[src/sv/wbxml_token_scanner_defines.svh]
// Assertion macros for the WBXML token scanner.
// Included by modules that carry concurrent checks; expects clk_i and rst_ni in scope.
`ifndef WBXML_TOKEN_SCANNER_DEFINES_SVH
`define WBXML_TOKEN_SCANNER_DEFINES_SVH

// Same-cycle implication, disabled during reset.
`define WTS_ASSERT_NOW(lbl, ante, cons, msg) \
  lbl: assert property (@(posedge clk_i) disable iff (!rst_ni) (ante) |-> (cons)) \
    else $error(msg);

// Next-cycle implication, disabled during reset.
`define WTS_ASSERT_NEXT(lbl, ante, cons, msg) \
  lbl: assert property (@(posedge clk_i) disable iff (!rst_ni) (ante) |=> (cons)) \
    else $error(msg);

`endif

[src/sv/wts_pkg.sv]
// Shared types and constants for the WBXML token scanner.
// No dependencies; imported by wbxml_token_scanner.
`timescale 1ns / 1ps

package wts_pkg;

  localparam int unsigned LENGTH_WIDTH_DEF = 32;
  localparam logic [15:0] DEFAULT_CHARSET_RST = 16'd106;

  // register indexes on the config port
  localparam logic REG_DEFAULT_CHARSET = 1'b0;

  // global body tokens
  localparam logic [7:0] TOK_SWITCH_PAGE = 8'h00;
  localparam logic [7:0] TOK_END         = 8'h01;
  localparam logic [7:0] TOK_ENTITY      = 8'h02;
  localparam logic [7:0] TOK_STR_I       = 8'h03;
  localparam logic [7:0] TOK_LITERAL     = 8'h04;
  localparam logic [7:0] TOK_EXT_I_0     = 8'h40;
  localparam logic [7:0] TOK_EXT_I_1     = 8'h41;
  localparam logic [7:0] TOK_EXT_I_2     = 8'h42;
  localparam logic [7:0] TOK_PI          = 8'h43;
  localparam logic [7:0] TOK_EXT_T_0     = 8'h80;
  localparam logic [7:0] TOK_EXT_T_1     = 8'h81;
  localparam logic [7:0] TOK_EXT_T_2     = 8'h82;
  localparam logic [7:0] TOK_STR_T       = 8'h83;
  localparam logic [7:0] TOK_EXT_0       = 8'hC0;
  localparam logic [7:0] TOK_EXT_1       = 8'hC1;
  localparam logic [7:0] TOK_EXT_2       = 8'hC2;
  localparam logic [7:0] TOK_OPAQUE      = 8'hC3;

  typedef enum logic [16:0] {
    PH_VERSION = 17'h00001,
    PH_PUBID   = 17'h00002,
    PH_PUBIDX  = 17'h00004,
    PH_CHARSET = 17'h00008,
    PH_TLEN    = 17'h00010,
    PH_TABLE   = 17'h00020,
    PH_TOKEN   = 17'h00040,
    PH_SWITCH  = 17'h00080,
    PH_ENTITY  = 17'h00100,
    PH_INLINE  = 17'h00200,
    PH_EXTSTR  = 17'h00400,
    PH_STRT    = 17'h00800,
    PH_EXTINT  = 17'h01000,
    PH_OPQLEN  = 17'h02000,
    PH_OPQDATA = 17'h04000,
    PH_LITTAG  = 17'h08000,
    PH_LITATTR = 17'h10000
  } phase_e;

  typedef enum logic [4:0] {
    K_PUBID       = 5'd0,
    K_PUBID_IDX   = 5'd1,
    K_CHARSET     = 5'd2,
    K_TABLE_BYTE  = 5'd3,
    K_TAG         = 5'd4,
    K_LIT_TAG     = 5'd5,
    K_END_TAG     = 5'd6,
    K_END_ATTRS   = 5'd7,
    K_PI          = 5'd8,
    K_INLINE_BYTE = 5'd9,
    K_INLINE_END  = 5'd10,
    K_ENTITY      = 5'd11,
    K_TABLE_REF   = 5'd12,
    K_ATTR_START  = 5'd13,
    K_ATTR_LIT    = 5'd14,
    K_ATTR_VALUE  = 5'd15,
    K_OPQ_BYTE    = 5'd16,
    K_OPQ_EMPTY   = 5'd17,
    K_TABLE_ERR   = 5'd18
  } kind_e;

endpackage

[src/sv/wbxml_token_scanner.sv]
// WBXML token scanner top level: header parse, body tokenizer, APB config register.
// Depends on wts_pkg and wbxml_token_scanner_defines.svh.
//
//  channel   dir  handshake                 payload
//  s_axis    in   tvalid/tready             tdata = data_byte, tuser = doc_start
//  m_axis    out  tvalid/tready             tdata = value/flags, tuser = kind, tlast
//  apb       in   psel/penable/pwrite/rdy   one register: default_charset at 0x0
//
// One byte per cycle while s_axis_tready is high: each accepted byte updates the parse
// state and, when it produces an event, loads the result register in the same edge.
// s_axis_tready is high whenever the result register is empty or being drained.
// Reset puts the parser at the version byte and default_charset at 106.
// A byte with tuser set restarts the parse (the register keeps its value).
`timescale 1ns / 1ps

`include "wbxml_token_scanner_defines.svh"

module wbxml_token_scanner
  import wts_pkg::*;
#(
  parameter int unsigned LENGTH_WIDTH = LENGTH_WIDTH_DEF
) (
  input  logic        clk_i,
  input  logic        rst_ni,
  // input stream
  input  logic        s_axis_tvalid,
  output logic        s_axis_tready,
  input  logic [7:0]  s_axis_tdata,   // [7:0] data_byte
  input  logic        s_axis_tuser,   // [0] doc_start
  // event stream
  output logic        m_axis_tvalid,
  input  logic        m_axis_tready,
  output logic [39:0] m_axis_tdata,   // [31:0] value, [32] has_attrs, [33] has_content
  output logic [4:0]  m_axis_tuser,   // [4:0] kind
  output logic        m_axis_tlast,   // is_last
  // config port
  input  logic        psel,
  input  logic        penable,
  input  logic        pwrite,
  input  logic [2:0]  paddr,
  input  logic [31:0] pwdata,
  output logic [31:0] prdata,
  output logic        pready
);

  // ---------------- config register ----------------
  logic [15:0] charset_q;

  assign pready = 1'b1;
  assign prdata = (paddr[2] == REG_DEFAULT_CHARSET) ? {16'b0, charset_q} : 32'b0;

  always_ff @(posedge clk_i or negedge rst_ni) begin
    if (!rst_ni) begin
      charset_q <= DEFAULT_CHARSET_RST;
    end else if (psel && penable && pwrite && pready &&
                 (paddr[2] == REG_DEFAULT_CHARSET)) begin
      charset_q <= pwdata[15:0];
    end
  end

  // ---------------- parse state ----------------
  localparam logic [LENGTH_WIDTH-1:0] LEN_ONE = {{(LENGTH_WIDTH-1){1'b0}}, 1'b1};

  phase_e                  phase_q, phase_d, phase_e_v;
  logic [31:0]             acc_q, acc_d, acc_e, acc_shift;
  logic                    tag_mode_q, tag_mode_d, tag_mode_e;
  logic                    content_q, content_d, content_e;
  logic [7:0]              tpage_q, tpage_d, tpage_e;
  logic [7:0]              apage_q, apage_d, apage_e;
  logic [LENGTH_WIDTH-1:0] rem_q, rem_d, rem_e, len_v;
  logic                    stop_q, stop_d, stop_e;

  logic        in_fire, out_ready;
  logic        ev_valid;
  kind_e       ev_kind;
  logic [31:0] ev_value;
  logic        ev_attrs, ev_content, ev_last;
  logic [7:0]  b;

  assign out_ready     = !m_axis_tvalid || m_axis_tready;
  assign s_axis_tready = out_ready;
  assign in_fire       = s_axis_tvalid && s_axis_tready;
  assign b             = s_axis_tdata;

  // state as seen by this byte: a document start restarts the parse first
  always_comb begin
    if (s_axis_tuser) begin
      phase_e_v  = PH_VERSION;
      acc_e      = 32'b0;
      tag_mode_e = 1'b1;
      content_e  = 1'b0;
      tpage_e    = 8'b0;
      apage_e    = 8'b0;
      rem_e      = '0;
      stop_e     = 1'b0;
    end else begin
      phase_e_v  = phase_q;
      acc_e      = acc_q;
      tag_mode_e = tag_mode_q;
      content_e  = content_q;
      tpage_e    = tpage_q;
      apage_e    = apage_q;
      rem_e      = rem_q;
      stop_e     = stop_q;
    end
  end

  assign acc_shift = {acc_e[24:0], b[6:0]};
  assign len_v     = acc_shift[LENGTH_WIDTH-1:0];

  always_comb begin
    phase_d    = phase_q;
    acc_d      = acc_q;
    tag_mode_d = tag_mode_q;
    content_d  = content_q;
    tpage_d    = tpage_q;
    apage_d    = apage_q;
    rem_d      = rem_q;
    stop_d     = stop_q;
    ev_valid   = 1'b0;
    ev_kind    = K_TAG;
    ev_value   = 32'b0;
    ev_attrs   = 1'b0;
    ev_content = 1'b0;
    ev_last    = 1'b0;

    if (in_fire) begin
      phase_d    = phase_e_v;
      acc_d      = acc_e;
      tag_mode_d = tag_mode_e;
      content_d  = content_e;
      tpage_d    = tpage_e;
      apage_d    = apage_e;
      rem_d      = rem_e;
      stop_d     = stop_e;

      if (!stop_e) begin
        case (phase_e_v)
          PH_VERSION: begin
            phase_d = PH_PUBID;
          end
          PH_TABLE: begin
            rem_d    = rem_e - LEN_ONE;
            ev_valid = 1'b1;
            ev_kind  = K_TABLE_BYTE;
            ev_value = {24'b0, b};
            if (rem_e == LEN_ONE) begin
              phase_d = PH_TOKEN;
              if (b != 8'b0) begin
                // unterminated string table: report and go quiet
                stop_d  = 1'b1;
                ev_kind = K_TABLE_ERR;
              end else begin
                ev_last = 1'b1;
              end
            end
          end
          PH_TOKEN: begin
            case (b)
              TOK_SWITCH_PAGE: phase_d = PH_SWITCH;
              TOK_END: begin
                ev_valid   = 1'b1;
                ev_kind    = K_END_TAG;
                tag_mode_d = 1'b1;
                if (!tag_mode_e && content_e) ev_kind = K_END_ATTRS;
              end
              TOK_ENTITY: phase_d = PH_ENTITY;
              TOK_STR_I:  phase_d = PH_INLINE;
              TOK_EXT_I_0, TOK_EXT_I_1, TOK_EXT_I_2: phase_d = PH_EXTSTR;
              TOK_PI: begin
                tag_mode_d = 1'b0;
                content_d  = 1'b0;
                ev_valid   = 1'b1;
                ev_kind    = K_PI;
              end
              TOK_EXT_T_0, TOK_EXT_T_1, TOK_EXT_T_2: phase_d = PH_EXTINT;
              TOK_STR_T:  phase_d = PH_STRT;
              TOK_EXT_0, TOK_EXT_1, TOK_EXT_2: begin
              end
              TOK_OPAQUE: phase_d = PH_OPQLEN;
              default: begin
                if (tag_mode_e) begin
                  if (b[7]) tag_mode_d = 1'b0;
                  content_d = b[6];
                  if (b[5:0] == TOK_LITERAL[5:0]) begin
                    phase_d = PH_LITTAG;
                  end else begin
                    ev_valid   = 1'b1;
                    ev_kind    = K_TAG;
                    ev_value   = {18'b0, tpage_e, b[5:0]};
                    ev_attrs   = b[7];
                    ev_content = b[6];
                  end
                end else if (b == TOK_LITERAL) begin
                  phase_d = PH_LITATTR;
                end else begin
                  ev_valid = 1'b1;
                  ev_kind  = b[7] ? K_ATTR_VALUE : K_ATTR_START;
                  ev_value = {16'b0, apage_e, b};
                end
              end
            endcase
          end
          PH_SWITCH: begin
            if (tag_mode_e) tpage_d = b;
            else            apage_d = b;
            phase_d = PH_TOKEN;
          end
          PH_INLINE: begin
            ev_valid = 1'b1;
            if (b == 8'b0) begin
              phase_d = PH_TOKEN;
              ev_kind = K_INLINE_END;
            end else begin
              ev_kind  = K_INLINE_BYTE;
              ev_value = {24'b0, b};
            end
          end
          PH_EXTSTR: begin
            if (b == 8'b0) phase_d = PH_TOKEN;
          end
          PH_OPQDATA: begin
            rem_d    = rem_e - LEN_ONE;
            ev_valid = 1'b1;
            ev_kind  = K_OPQ_BYTE;
            ev_value = {24'b0, b};
            if (rem_e == LEN_ONE) begin
              phase_d = PH_TOKEN;
              ev_last = 1'b1;
            end
          end
          PH_PUBID, PH_PUBIDX, PH_CHARSET, PH_TLEN, PH_ENTITY, PH_STRT,
          PH_EXTINT, PH_OPQLEN, PH_LITTAG, PH_LITATTR: begin
            // multibyte integer, seven bits per byte, last byte has bit 7 clear
            acc_d = acc_shift;
            if (!b[7]) begin
              acc_d    = 32'b0;
              phase_d  = PH_TOKEN;
              ev_value = acc_shift;
              case (phase_e_v)
                PH_PUBID: begin
                  ev_valid = 1'b1;
                  ev_kind  = K_PUBID;
                  phase_d  = (acc_shift == 32'b0) ? PH_PUBIDX : PH_CHARSET;
                end
                PH_PUBIDX: begin
                  ev_valid = 1'b1;
                  ev_kind  = K_PUBID_IDX;
                  phase_d  = PH_CHARSET;
                end
                PH_CHARSET: begin
                  ev_valid = 1'b1;
                  ev_kind  = K_CHARSET;
                  phase_d  = PH_TLEN;
                  if (acc_shift == 32'b0) ev_value = {16'b0, charset_q};
                end
                PH_TLEN: begin
                  rem_d = len_v;
                  if (len_v != '0) phase_d = PH_TABLE;
                end
                PH_ENTITY: begin
                  ev_valid = 1'b1;
                  ev_kind  = K_ENTITY;
                end
                PH_STRT: begin
                  ev_valid = 1'b1;
                  ev_kind  = K_TABLE_REF;
                end
                PH_EXTINT: begin
                end
                PH_OPQLEN: begin
                  rem_d = len_v;
                  if (len_v != '0) begin
                    phase_d = PH_OPQDATA;
                  end else begin
                    ev_valid = 1'b1;
                    ev_kind  = K_OPQ_EMPTY;
                    ev_value = 32'b0;
                  end
                end
                PH_LITTAG: begin
                  ev_valid   = 1'b1;
                  ev_kind    = K_LIT_TAG;
                  ev_attrs   = !tag_mode_e;
                  ev_content = content_e;
                end
                default: begin
                  ev_valid = 1'b1;
                  ev_kind  = K_ATTR_LIT;
                end
              endcase
            end
          end
          default: begin
            phase_d = PH_TOKEN;
          end
        endcase
      end
    end
  end

  always_ff @(posedge clk_i or negedge rst_ni) begin
    if (!rst_ni) begin
      phase_q    <= PH_VERSION;
      acc_q      <= 32'b0;
      tag_mode_q <= 1'b1;
      content_q  <= 1'b0;
      tpage_q    <= 8'b0;
      apage_q    <= 8'b0;
      rem_q      <= '0;
      stop_q     <= 1'b0;
    end else begin
      phase_q    <= phase_d;
      acc_q      <= acc_d;
      tag_mode_q <= tag_mode_d;
      content_q  <= content_d;
      tpage_q    <= tpage_d;
      apage_q    <= apage_d;
      rem_q      <= rem_d;
      stop_q     <= stop_d;
    end
  end

  // ---------------- result register ----------------
  logic        out_valid_q;
  kind_e       out_kind_q;
  logic [31:0] out_value_q;
  logic        out_attrs_q, out_content_q, out_last_q;

  always_ff @(posedge clk_i or negedge rst_ni) begin
    if (!rst_ni) begin
      out_valid_q <= 1'b0;
    end else if (out_ready) begin
      out_valid_q <= in_fire && ev_valid;
    end
  end

  always_ff @(posedge clk_i) begin
    if (out_ready) begin
      out_kind_q    <= ev_kind;
      out_value_q   <= ev_value;
      out_attrs_q   <= ev_attrs;
      out_content_q <= ev_content;
      out_last_q    <= ev_last;
    end
  end

  assign m_axis_tvalid = out_valid_q;
  assign m_axis_tdata  = {6'b0, out_content_q, out_attrs_q, out_value_q};
  assign m_axis_tuser  = out_kind_q;
  assign m_axis_tlast  = out_last_q;

  // ---------------- checks ----------------
  `WTS_ASSERT_NEXT(a_stopped_silent,
    in_fire && stop_q && !s_axis_tuser, !out_valid_q,
    "scanner produced an item while stopped")

  `WTS_ASSERT_NOW(a_err_sets_stop,
    out_valid_q && (out_kind_q == K_TABLE_ERR), stop_q,
    "table error reported without entering the stopped state")

  `WTS_ASSERT_NOW(a_last_kinds,
    out_valid_q && out_last_q,
    (out_kind_q == K_TABLE_BYTE) || (out_kind_q == K_OPQ_BYTE),
    "last flag on an item that is not a table or opaque byte")

  `WTS_ASSERT_NOW(a_flags_tags_only,
    out_valid_q && (out_attrs_q || out_content_q),
    (out_kind_q == K_TAG) || (out_kind_q == K_LIT_TAG),
    "tag flags set on a non-tag item")

endmodule
[config.mk]
export PLATFORM = sky130hd
export DESIGN_NAME = wbxml_token_scanner
export DESIGN_NICKNAME = d
export VERILOG_FILES = /design/src/sv/wts_pkg.sv /design/src/sv/wbxml_token_scanner.sv
export VERILOG_INCLUDE_DIRS = /design/src /design/src/sv
export SDC_FILE = /design/constraint.sdc
export NUM_CORES = 1
export LEC_CHECK = 0
export ABC_CLOCK_PERIOD_IN_PS = 3500
export BUFFER_PORTS_ARGS = -buffer_cell sky130_fd_sc_hd__buf_2
export CORE_MARGIN = 1.5
export CORE_UTILIZATION = 38
export CTS_BUF_LIST = sky130_fd_sc_hd__clkbuf_4 sky130_fd_sc_hd__clkbuf_8
export DETAILED_ROUTE_END_ITERATION = 8
export PLACE_DENSITY_LB_ADDON = 0.12
export SLEW_MARGIN = 25
export SYNTH_ARGS = -nofsm -noshare
export SYNTH_HDL_FRONTEND = slang
export SYNTH_SLANG_ARGS = --single-unit
export TNS_END_PERCENT = 100
[constraint.sdc]
create_clock -name clk_i -period 3.5 [get_ports clk_i]
set_input_delay 0.525 -clock clk_i [delete_from_list [all_inputs] [get_ports clk_i]]
set_output_delay 0.525 -clock clk_i [all_outputs]
set_load 0.02 [all_outputs]
## Yosys cells after proc, flatten, opt, wreduce, memory -nomap -nowiden

Index checks and enable logic that the tools add are counted.

- Register bits: 157
- Input port bits: 51
- Word-level logic and storage cells: 176

- Add/subtract/negate cells: 1
- Eq/ne operators: 35
- Mux-type cells: 96
- Bitwise logic cells: 2
- Reduce and logical (&&, ||, !) cells: 27

Operators with widths:

| cell | count |
|---|---|
| $mux 32 | 13 |
| $mux 17 | 8 |
| $pmux 17 s8 | 1 |
| $pmux 32 s2 | 2 |
| $pmux 32 s4 | 1 |
| $pmux 17 s5 | 1 |
| $pmux 15 s5 | 1 |
| $mux 8 | 9 |
| $eq 8x8->1 const B | 8 |
| $pmux 5 s8 | 1 |
| $mux 1 | 35 |
| $eq 32x1->1 const B | 1 |
| $eq 8x7->1 const B | 4 |
| $logic_not 32->1 | 1 |
| $mux 16 | 2 |
| $reduce_bool 32->1 | 1 |
| $sub 32x1->32 const B | 1 |
| $pmux 5 s5 | 1 |
| $mux 5 | 4 |
| $eq 17x1->1 const B | 1 |
| $eq 17x10->1 const B | 1 |
| $eq 17x11->1 const B | 1 |
| $eq 17x12->1 const B | 1 |
| $eq 17x13->1 const B | 1 |
| other kinds (37) | 61 |

## Longest topological paths before layout

- Word-level depth: 9
- Gate-level depth with buffers: 12
- Mapped depth without buffers: 10

## Least setup slack after synthesis

No wires, ideal clock.

- Kind: input to register
- Start: in m_axis_tready
- End: reg rem_q[15]
- Setup time: 0.121 ns
- Arrival: 3.261 ns
- Data required time: 3.379 ns
- Path slack: 0.118 ns
- Stages on the path: 6
- Path buffers: 1
- Cells stage by stage: nand2b_1 nand2_1 a21oi_1 clkbuf_1 o31ai_1 a22o_1

- Word-level cells in the longest chain between the ends: 2

RTL lines:

| what | line | text |
|---|---|---|
| from (decl) | wbxml_token_scanner.sv:32 | `input logic m_axis_tready,` |
| $logic_or 1x1->1 | wbxml_token_scanner.sv:80 | `assign out_ready = !m_axis_tvalid \|\| m_axis_tready;` |
| $logic_and 1x1->1 | wbxml_token_scanner.sv:82 | `assign in_fire = s_axis_tvalid && s_axis_tready;` |
| to (signal assigned) | wbxml_token_scanner.sv:319 | `rem_q <= rem_d;` |
| to (decl) | wbxml_token_scanner.sv:70 | `logic [LENGTH_WIDTH-1:0] rem_q, rem_d, rem_e, len_v;` |

Every way passes these cells.
A chain may end at the register's enable or synchronous reset.

## Worst setup path in the final report

- Start: reg phase_q[1]
- End: reg acc_q[10]

- Word-level cells in the longest chain between the ends: 5
- Elaborated cells between the ends (all ways): 14

RTL lines:

| what | line | text |
|---|---|---|
| from (decl) | wbxml_token_scanner.sv:64 | `phase_e phase_q, phase_d, phase_e_v;` |
| from (signal assigned) | wbxml_token_scanner.sv:313 | `phase_q <= phase_d;` |
| $mux 17 (*) | wbxml_token_scanner.sv:87 | `if (s_axis_tuser) begin` |
| $eq 17x14->1, or another cell as far along | wbxml_token_scanner.sv:138 | `case (phase_e_v)` |
| $reduce_or 10->1 (*) | wbxml_token_scanner.sv:138 |  |
| $mux 32 (*) | wbxml_token_scanner.sv:138 |  |
| $mux 32 (*) | wbxml_token_scanner.sv:137 | `if (!stop_e) begin` |
| to (signal assigned) | wbxml_token_scanner.sv:305 | `acc_q <= 32'b0;` |
| to (signal assigned) | wbxml_token_scanner.sv:314 | `acc_q <= acc_d;` |
| to (decl) | wbxml_token_scanner.sv:65 | `logic [31:0] acc_q, acc_d, acc_e, acc_shift;` |

Mark *: on every way between the ends. The rest lies on a longest branch, timed or not.

==> results.yml <==
timing:
  fmaxAchievable_mhz: 306
  rsz0062_at_grt: "false"
  holdWs_ns: 0.0421
  finalWorstPathRequiredPeriod_ns: 3.26
  slew_viol_final: 0
  hold_violations: 0
  fin_crit_sh: 0.932
  max-slew-margin-rel: 0.434
  skew_ns: 0.0154
  fin_setup_tns_ns: 0
  worst_pin_slew_ns: 0.845
  final-setup-viol-count: 0
global_routing:
  global_route.usage.met3: 0.0423
  grt-busiest-layer: "met2"
  gr-usage-met2: 0.371
  grt_usage: 0.235
  grt_first_pass_wirelength_um: 42900
  antenna_found_initial: 0
  grt_pass1_vias: 7332
  pin_count_of_the_biggest_net_entering_global_routing: 68
  globalRouteMet1Util: 0.330
  globalRouteOverflowTotal: 0
logic_synthesis:
  post_synth_inst_count: 904
  synth-edff-count: 40
  post-synth-top-count-cell: "sky130_fd_sc_hd__dfrtp_1"
  netlist_top_cells_count: "sky130_fd_sc_hd__dfrtp_1, sky130_fd_sc_hd__nand2_1, sky130_fd_sc_hd__nor2_1, sky130_fd_sc_hd__a21oi_1, sky130_fd_sc_hd__a22o_1"
  synth-seq-cells: 150
  yosysTopAreaCellShare: 0.299
  synthesis_warnings: 0
  synthesis.area_um2: 8710
  synth.avg_cell_area_um2: 9.63
  synth.area.top_cells: "sky130_fd_sc_hd__dfrtp_1, sky130_fd_sc_hd__edfxtp_1, sky130_fd_sc_hd__a22o_1"
  postSynth.asyncResetShare: 0.733
  synth.yosys.seq_area_share: 0.455
  synth_area_leader_cell: "sky130_fd_sc_hd__dfrtp_1"
  netlist-cell-type-count: 81
  dominantRegCellSynth: "sky130_fd_sc_hd__dfrtp_1"
clock_network:
  cts.path.max_buffers: 2
  ctsResizeCount: 0
  hold_buffers: 0
  ctsRootBufferMaster: "sky130_fd_sc_hd__clkbuf_8"
  tritoncts_clock_tree: "yes"
  htree_levels: 4
  cts-buffers-inserted: 17
  clock_latency_on_the_worst_skew_pair_ns: 0.48
  clk_pin_slew_worst_paths_ns: 0.10
  post-cts-setup-buffer-count: 0
  clock_sinks: 150
floorplan:
  die_w_um: 154
  core-area_um2: 22600
  floorplan.initialDensity: 0.386
  die_area_um2: 23800
  number_of_placement_rows: 55
  ioPinCount: 132
  die_height_um: 154
finish:
  finalNetCount: 1057
  layout-area-overhead-vs-synth_pct: 14.5
  diodes: 0
  layout.cells.non_filler: 1302
  share_of_post_route_cells_with_drive_strength_above_1: 0.226
worst_setup_path:
  ff2ff_path_depth: 7
  endpoint_kind: "register"
  required_time_of_the_critical_path_ns: 3.87
  regToRegStartpoint: "phase_q[1]"
  r2r_end: "acc_q[10]"
  worst_path_arrival_time_ns: 3.63
  start_to_end_type_of_the_worst_setup_path: "register to register"
  worst-path-max-fanout: 23
  crit_end: "acc_q[10]"
  startpoint_type: "register"
  worst_setup_path_startpoint: "phase_q[1]"
  r2r_slack_ns: 0.24
route:
  vias: 7728
  firstDrtPassIters: 5
  avgViaCountPerCell: 5.94
  wl_um: 27500
  detail_route.iter0.violations: 734
  drc: 0
  drt-wirelength-per-cell_um: 21.2
  route.antenna.remaining_nets: 0
placement:
  dpl.cell_count: 1270
  io_buffers: 90
  dpl.hpwl_um: 19500
  place.gp.congestion: 0.922
worst_hold_path:
  min_path_type: "input pin to asynchronous set/reset pin"
status:
  outcome: "finished, final reports clean"
power_and_ir_drop:
  vdd.ir_drop.worst_mv: 0.227
  power.density_cell_area_nw_per_um2: 389
  leakagePower_nw: 4.35
run:
  maxCapViolations: 0
kinds of logic after synthesis:
group / Yosys count / synth area share
compound gates: 293 / 0.232
xor+xnor: 14 / 0.0141
fa+ha+maj: 2 / 0.00287
buf+inv: 95 / 0.0596
flops: 150 / 0.455
mux: 21 / 0.0266
other cells: 2 / 0.000863
simple gates: 327 / 0.209
worst min-delay path by stage:
stage,from,endpoint,depth (start not counted)
final,rst_ni,rem_q[27],1
after global routing,rst_ni,rem_q[27],1
after CTS,rst_ni,rem_q[27],1
after detailed placement,apage_q[2],apage_q[2],1
after global placement,apage_q[7],apage_q[7],1
after floorplan,rst_ni,acc_q[0],0
worst max-delay path, stage by stage, from the launching register on:
cell and delay [ns]:
sky130_fd_sc_hd__dfrtp_1 0.45, sky130_fd_sc_hd__or4_4 0.61, sky130_fd_sc_hd__nor3_2 0.24, sky130_fd_sc_hd__nor3b_1 0.46, sky130_fd_sc_hd__a31oi_1 0.21, sky130_fd_sc_hd__a31o_1 0.33
sky130_fd_sc_hd__a21o_1 0.48, sky130_fd_sc_hd__a22o_1 0.35
cells in the final DEF (no fill, tap or decap), types with 12 or more instances in the layout:
master,Yosys,layout
sky130_fd_sc_hd__a21oi_1,57,57
sky130_fd_sc_hd__nor3_1,35,35
sky130_fd_sc_hd__o21ai_1,39,38
sky130_fd_sc_hd__a22o_1,51,51
sky130_fd_sc_hd__conb_1,2,23
sky130_fd_sc_hd__nand3_1,16,16
sky130_fd_sc_hd__nor4_1,17,17
sky130_fd_sc_hd__buf_2,15,89
sky130_fd_sc_hd__edfxtp_1,40,40
sky130_fd_sc_hd__mux2_2,17,17
sky130_fd_sc_hd__o2bb2ai_1,12,12
sky130_fd_sc_hd__a22oi_1,17,17
sky130_fd_sc_hd__nor2_1,64,64
sky130_fd_sc_hd__o21ai_0,30,30
sky130_fd_sc_hd__nand2_1,72,72
sky130_fd_sc_hd__nor2b_1,25,25
sky130_fd_sc_hd__clkbuf_8,0,17
sky130_fd_sc_hd__dfrtp_1,104,104
sky130_fd_sc_hd__a31oi_1,17,17
sky130_fd_sc_hd__and3_1,22,22
sky130_fd_sc_hd__buf_4,28,53
sequential cells by signal, indices dropped and copies added, names as in the netlist:
register and count:
m_axis_tvalid 1, m_axis_tuser 5, out_content_q 1, phase_q 17, out_value_q 32, tpage_q 8
m_axis_tlast 1, rem_q 32, tag_mode_q 1, stop_q 1, apage_q 8, charset_q 16
content_q 1, acc_q 25, out_attrs_q 1
layout make-up:
| cell class | instances | area (um2) |
|---|---|---|
| fillers | 2227 | 12600 |
| inverters | 10 | 37.5 |
| clock inverters | 14 | 154 |
| multi-input cells | 680 | 4320 |
| flip-flops and latches | 150 | 3960 |
| clock buffers | 18 | 241 |
| repair buffers | 145 | 903 |
| well taps | 285 | 357 |
power breakdown:
part	switching (mW)	total, mW	internal [mW]
clock network	0.795	1.40	0.604
registers	0.0520	1.91	1.86
logic	0.369	0.567	0.199
total	1.22	3.88	2.66
through the flow:
step / power, mW / utilization / area (um2) / setup WS (ns)
after floorplan: 2.31 / - / 8790 / 0.118
after global placement: 2.51 / 0.424 / 9580 / 0.192
after detailed placement: 2.52 / 0.424 / 9580 / 0.160
after CTS: 3.91 / 0.442 / 9970 / 0.288
after global routing: 4.04 / 0.442 / 9970 / 0.111
final: 3.88 / 0.442 / 9970 / 0.237
per-layer routing:
| metal | vias to the layer above | routed length (um) |
|---|---|---|
| met1 | 3798 | 12700 |
| met2 | 316 | 12800 |
| li1 | 3579 | - |
| met5 | - | 0 |
| met4 | 0 | 500 |
| met3 | 35 | 1520 |
No activity file was read; power rests on OpenSTA's default activity.
